==> src/rtl/spbs_pkg.sv <==
package spbs_pkg;

   // request commands
   localparam logic CMD_READ  = 1'b0;
   localparam logic CMD_WRITE = 1'b1;

   localparam logic [7:0] BYTE_ZERO = 8'h00;

   // width of the pages_in_use result field
   localparam int INUSE_OUT_W = 5;

   // operation on the slot table in one cycle
   typedef struct packed {
      logic rd;       // registered read of tag, count and valid at idx
      logic alloc;    // claim a vacant slot: tag, count of one, valid
      logic update;   // rewrite the count; a count of zero frees the slot
   } slot_op_type;

   // outcome of comparing the last read entry against the request page
   typedef struct packed {
      logic hit;      // valid slot holding the request page
      logic vacant;   // slot is free
   } slot_stat_type;

   // operation on the byte store in one cycle
   typedef struct packed {
      logic re;
      logic we;
   } ram_op_type;

endpackage

==> src/rtl/spbs_slot_table.sv <==
module spbs_slot_table #(
   parameter int PAGE_SLOTS = 16,
   parameter int SLOT_W     = 4,
   parameter int TAG_W      = 24,
   parameter int CNT_W      = 9,
   parameter int INUSE_W    = 5
) (
   input  logic                 clock,
   input  logic                 reset,
   input  spbs_pkg::slot_op_type op,
   input  logic [SLOT_W-1:0]    idx,
   input  logic [TAG_W-1:0]     tag_in,
   input  logic [CNT_W-1:0]     cnt_in,
   output spbs_pkg::slot_stat_type stat,
   output logic [CNT_W-1:0]     rd_cnt,
   output logic [INUSE_W-1:0]   inuse
);

   localparam int ENT_W = TAG_W + CNT_W;

   // tag and nonzero count per slot
   logic [ENT_W-1:0]      ent_mem [PAGE_SLOTS];
   logic [ENT_W-1:0]      ent_ff;
   logic                  vld_rd_ff;
   logic [PAGE_SLOTS-1:0] valid_ff;
   logic [PAGE_SLOTS-1:0] valid_in;
   logic [INUSE_W-1:0]    inuse_ff;
   logic [INUSE_W-1:0]    inuse_in;

   // entry memory: one write, one registered read
   always_ff @(posedge clock) begin
      if (op.alloc) begin
         ent_mem[idx] <= {tag_in, CNT_W'(1)};
      end else if (op.update) begin
         ent_mem[idx] <= {tag_in, cnt_in};
      end
      if (op.rd) begin
         ent_ff    <= ent_mem[idx];
         vld_rd_ff <= valid_ff[idx];
      end
   end

   // valid bits and resident page count
   always_comb begin
      valid_in = valid_ff;
      inuse_in = inuse_ff;
      if (op.alloc) begin
         valid_in[idx] = 1'b1;
         inuse_in      = inuse_ff + INUSE_W'(1);
      end else if (op.update && cnt_in == '0 && valid_ff[idx]) begin
         valid_in[idx] = 1'b0;
         inuse_in      = inuse_ff - INUSE_W'(1);
      end
   end

   always_ff @(posedge clock) begin
      if (reset) begin
         valid_ff <= '0;
         inuse_ff <= '0;
      end else begin
         valid_ff <= valid_in;
         inuse_ff <= inuse_in;
      end
   end

   // shared tag comparator
   assign stat.hit    = vld_rd_ff && (ent_ff[ENT_W-1:CNT_W] == tag_in);
   assign stat.vacant = !vld_rd_ff;
   assign rd_cnt      = ent_ff[CNT_W-1:0];
   assign inuse       = inuse_ff;

   a_inuse_matches_valid: assert property (@(posedge clock) disable iff (reset)
      inuse_ff == INUSE_W'($countones(valid_ff)))
      else $error("resident count out of step with valid bits");

   a_alloc_vacant: assert property (@(posedge clock) disable iff (reset)
      op.alloc |-> !valid_ff[idx])
      else $error("allocation into an occupied slot");

   a_update_resident: assert property (@(posedge clock) disable iff (reset)
      op.update |-> valid_ff[idx])
      else $error("count update on a free slot");

   a_inuse_bound: assert property (@(posedge clock) disable iff (reset)
      inuse_ff <= INUSE_W'(PAGE_SLOTS))
      else $error("more pages resident than slots");

endmodule

==> config.mk <==
export PLATFORM = sky130hd
export DESIGN_NAME = spbs_slot_table
export DESIGN_NICKNAME = d
export VERILOG_FILES = /design/src/rtl/spbs_pkg.sv /design/src/rtl/spbs_slot_table.sv
export SDC_FILE = /design/constraint.sdc
export NUM_CORES = 1
export LEC_CHECK = 0
export ABC_AREA = 0
export BUFFER_PORTS_ARGS = -buffer_cell sky130_fd_sc_hd__buf_2
export CAP_MARGIN = 5
export CORE_MARGIN = 4
export CORE_UTILIZATION = 51
export CTS_BUF_LIST = sky130_fd_sc_hd__clkbuf_16
export DETAILED_ROUTE_END_ITERATION = 16
export HOLD_SLACK_MARGIN = 0.02
export PLACE_DENSITY = 0.67
export SLEW_MARGIN = 20
export SYNTH_ARGS = -nofsm -noshare
export SYNTH_HDL_FRONTEND = slang
export SYNTH_SLANG_ARGS = --single-unit
export TNS_END_PERCENT = 1
==> constraint.sdc <==
create_clock -name clock -period 6.7 [get_ports clock]
set_input_delay 1.675 -clock clock [delete_from_list [all_inputs] [get_ports clock]]
set_output_delay 1.675 -clock clock [all_outputs]
set_load 0.02 [all_outputs]
==> qor.txt <==
status - finished, final reports clean
power density cells - 302 mW/mm^2
fin. max-slew vios - 0
largest net degree at the start of global routing - 117
Comb power frac - 5.5%
Hold Vio Cnt, Final - 0
worst hold path type - reg2reg
Max-Cap Viols - 0
most frequent cells in the layout - edfxtp_1, mux4_2, clkbuf_16
internal power - 6.08 mW
sw frac - 20.7%
layout cells sized above 1 - 32.3%
R2R cell count - 5
Layout area overhead - 13.3%
Final WS setup - 1410 ps
Final Instance Count excl. Fillers - 1,693
commonest non-fill, non-tap cell in the layout - edfxtp_1
Post-Syn Nets - 1,017
hold slack - 471 ps
number of H-tree levels - 2
Place WS - 1420 ps
final antenna-violating net count - 0
Final Net Count - 1,107
VDD IR max - 0.234 mV
max_slew headroom - 32.0%
Leak - 7.91 nW
CP peak stage delay - 560 ps
Flop pwr share - 54.1%
post-DR vias/cell - 6.08
#FFs+latches synth - 583
setup repair bufs after CTS - 0
clock-pin slew on the worst setup and hold paths - 60 ps
Clock Sinks - 583
via total after detailed routing - 10,300
dpl cells - 1,585
synth top area cells - edfxtp_1, mux4_2, dfxtp_1
Port Buf Inserts - 57
hold path depth - 2
grt ovf - 0
setup TNS - 0 ps
wirelength, routed - 47,900 um
RSZ-0062 raised after global routing - false
met3 global-route usage - 3.58%
grt met2 use - 34.6%
Pwr Total - 7.67 mW
Global Route Usage Sum - 20.7%
EDFF count, synth - 562
Psw - 1.59 mW
Data arrival, critical path - 3610 ps
total die area - 0.0474 sq mm
crit-path cells - buf_2 -> xor2_1 -> nor4_1 -> nand3_1 -> nor4_1 -> buf_2
hold_buf cts - 0
type of the worst setup path - in2out
GRT busiest layer - met2
synthesized cell area - 0.0224 sq mm
Startpoint Class - input port
CTS Buf Count - 57
top-area cell type share of the netlist area - 75.2%
Clock Power Share - 40.3%
min Tclk post-route - 5290 ps
Layout Skew - 15.0 ps
Ports - 58
CTS root buf - clkbuf_16
GP Congestion - 0.754
die height - 218 um
critical-path maximum fanout - 17
First DRT Iteration DRCs - 1,071
Seq/Total Area, Yosys - 77.1%
global-route wire length before repair - 70,900 um
Core Footprint - 0.0433 sq mm
cell count after synthesis - 971
row count - 76
crit end category - output pin
die width - 218 um
f_max - 189 MHz
worst-margin pin slew - 1020 ps
WL/cell - 28.3 um
crit share post-route - 79.0%
DRC viols - 0
initial antenna violation count - 5
Synth async-reset ratio - 0%
vias in the first global route - 10,700
CTS tree - yes
Synth Flop Type - edfxtp_1
setup violators final - 0
Critical-path top delay cell - nor4_1
synth unique cells - 36
Starting Density - 51.8%
hpwl dp - 24,600 um
Avg Cell Area, Syn - 23.1 sq um
Synth warnings - 0
CTS resizes - 0
dominant cell type by area after synthesis - edfxtp_1
DR pass1 iterations - 4
Clk Latency, worst-skew pair - 600 ps
met1 Use GR - 28.9%
worst-case clock buffer depth - 3
Required @ worst endpoint - 5030 ps
[path summary, 6_finish.rpt]
path | start | endpoint | slack, ps
setup / recovery | tag_in[13] | stat[1] | 1410
hold / removal | register | register | 470
setup reg to reg | register | inuse[2] | 4590
hold reg to reg | register | register | 470
[stage by stage]
step	utilization, %	cell area, sq um
floorplan	-	22400
global placement	54.3	23500
detailed placement	54.4	23600
CTS	58.6	25400
global route	58.7	25400
finish	58.7	25400
[registers in the layout, indices dropped and copies added, names as in the netlist, named ones only]
register,count
ent_mem,528
ent_ff,33
inuse,5
vld_rd_ff,1
[synthesized netlist by cell type, types with 8 or more instances]
| master | number |
|---|---|
| buf_1 | 10 |
| a21oi_1 | 18 |
| o21ai_1 | 12 |
| buf_2 | 12 |
| xnor2_1 | 10 |
| clkbuf_1 | 24 |
| dfxtp_1 | 21 |
| nand4_1 | 9 |
| nand3_1 | 17 |
| edfxtp_1 | 562 |
| nor2_1 | 19 |
| xor2_1 | 17 |
| mux4_2 | 167 |
| and2_1 | 8 |
| buf_4 | 9 |
[power groups by stage]
stage	combinational, mW	clock [mW]	sequential (mW)
after floorplan	0.269	0	4.22
after global placement	0.420	0	4.22
after detailed placement	0.428	0	4.23
after CTS	0.429	3.15	4.15
after global routing	0.457	3.33	4.16
final	0.425	3.09	4.15
[routing by layer]
metal	wire (um)	vias up
li1	-	4314
met1	19700	5562
met2	24400	345
met3	2940	62
met4	883	4
met5	26	-
[critical path: cells and delay by family]
| kind | cells | cell delay (ps) |
|---|---|---|
| simple gates | 3 | 1290 |
| buf+inv | 2 | 450 |
| xor+xnor | 1 | 200 |
[final cells by class]
class	count	area [sq um]
fill	3104	17800
sequential	583	17300
multi-input combinational	328	4960
clock buffer	59	1480
tap	585	732
timing repair buffer	88	602
clock inverter	46	342
inverter	3	11.3
antenna	1	2.50
[cells by family after synthesis]
group	Yosys count	share of synthesized area, %
xor+xnor	27	1.05
simple gates	86	2.05
buf+inv	60	1.29
compound gates	38	0.976
mux	173	17.3
fa+ha+maj	4	0.257
flops	583	77.1
Power figures use the tool's default switching activity.
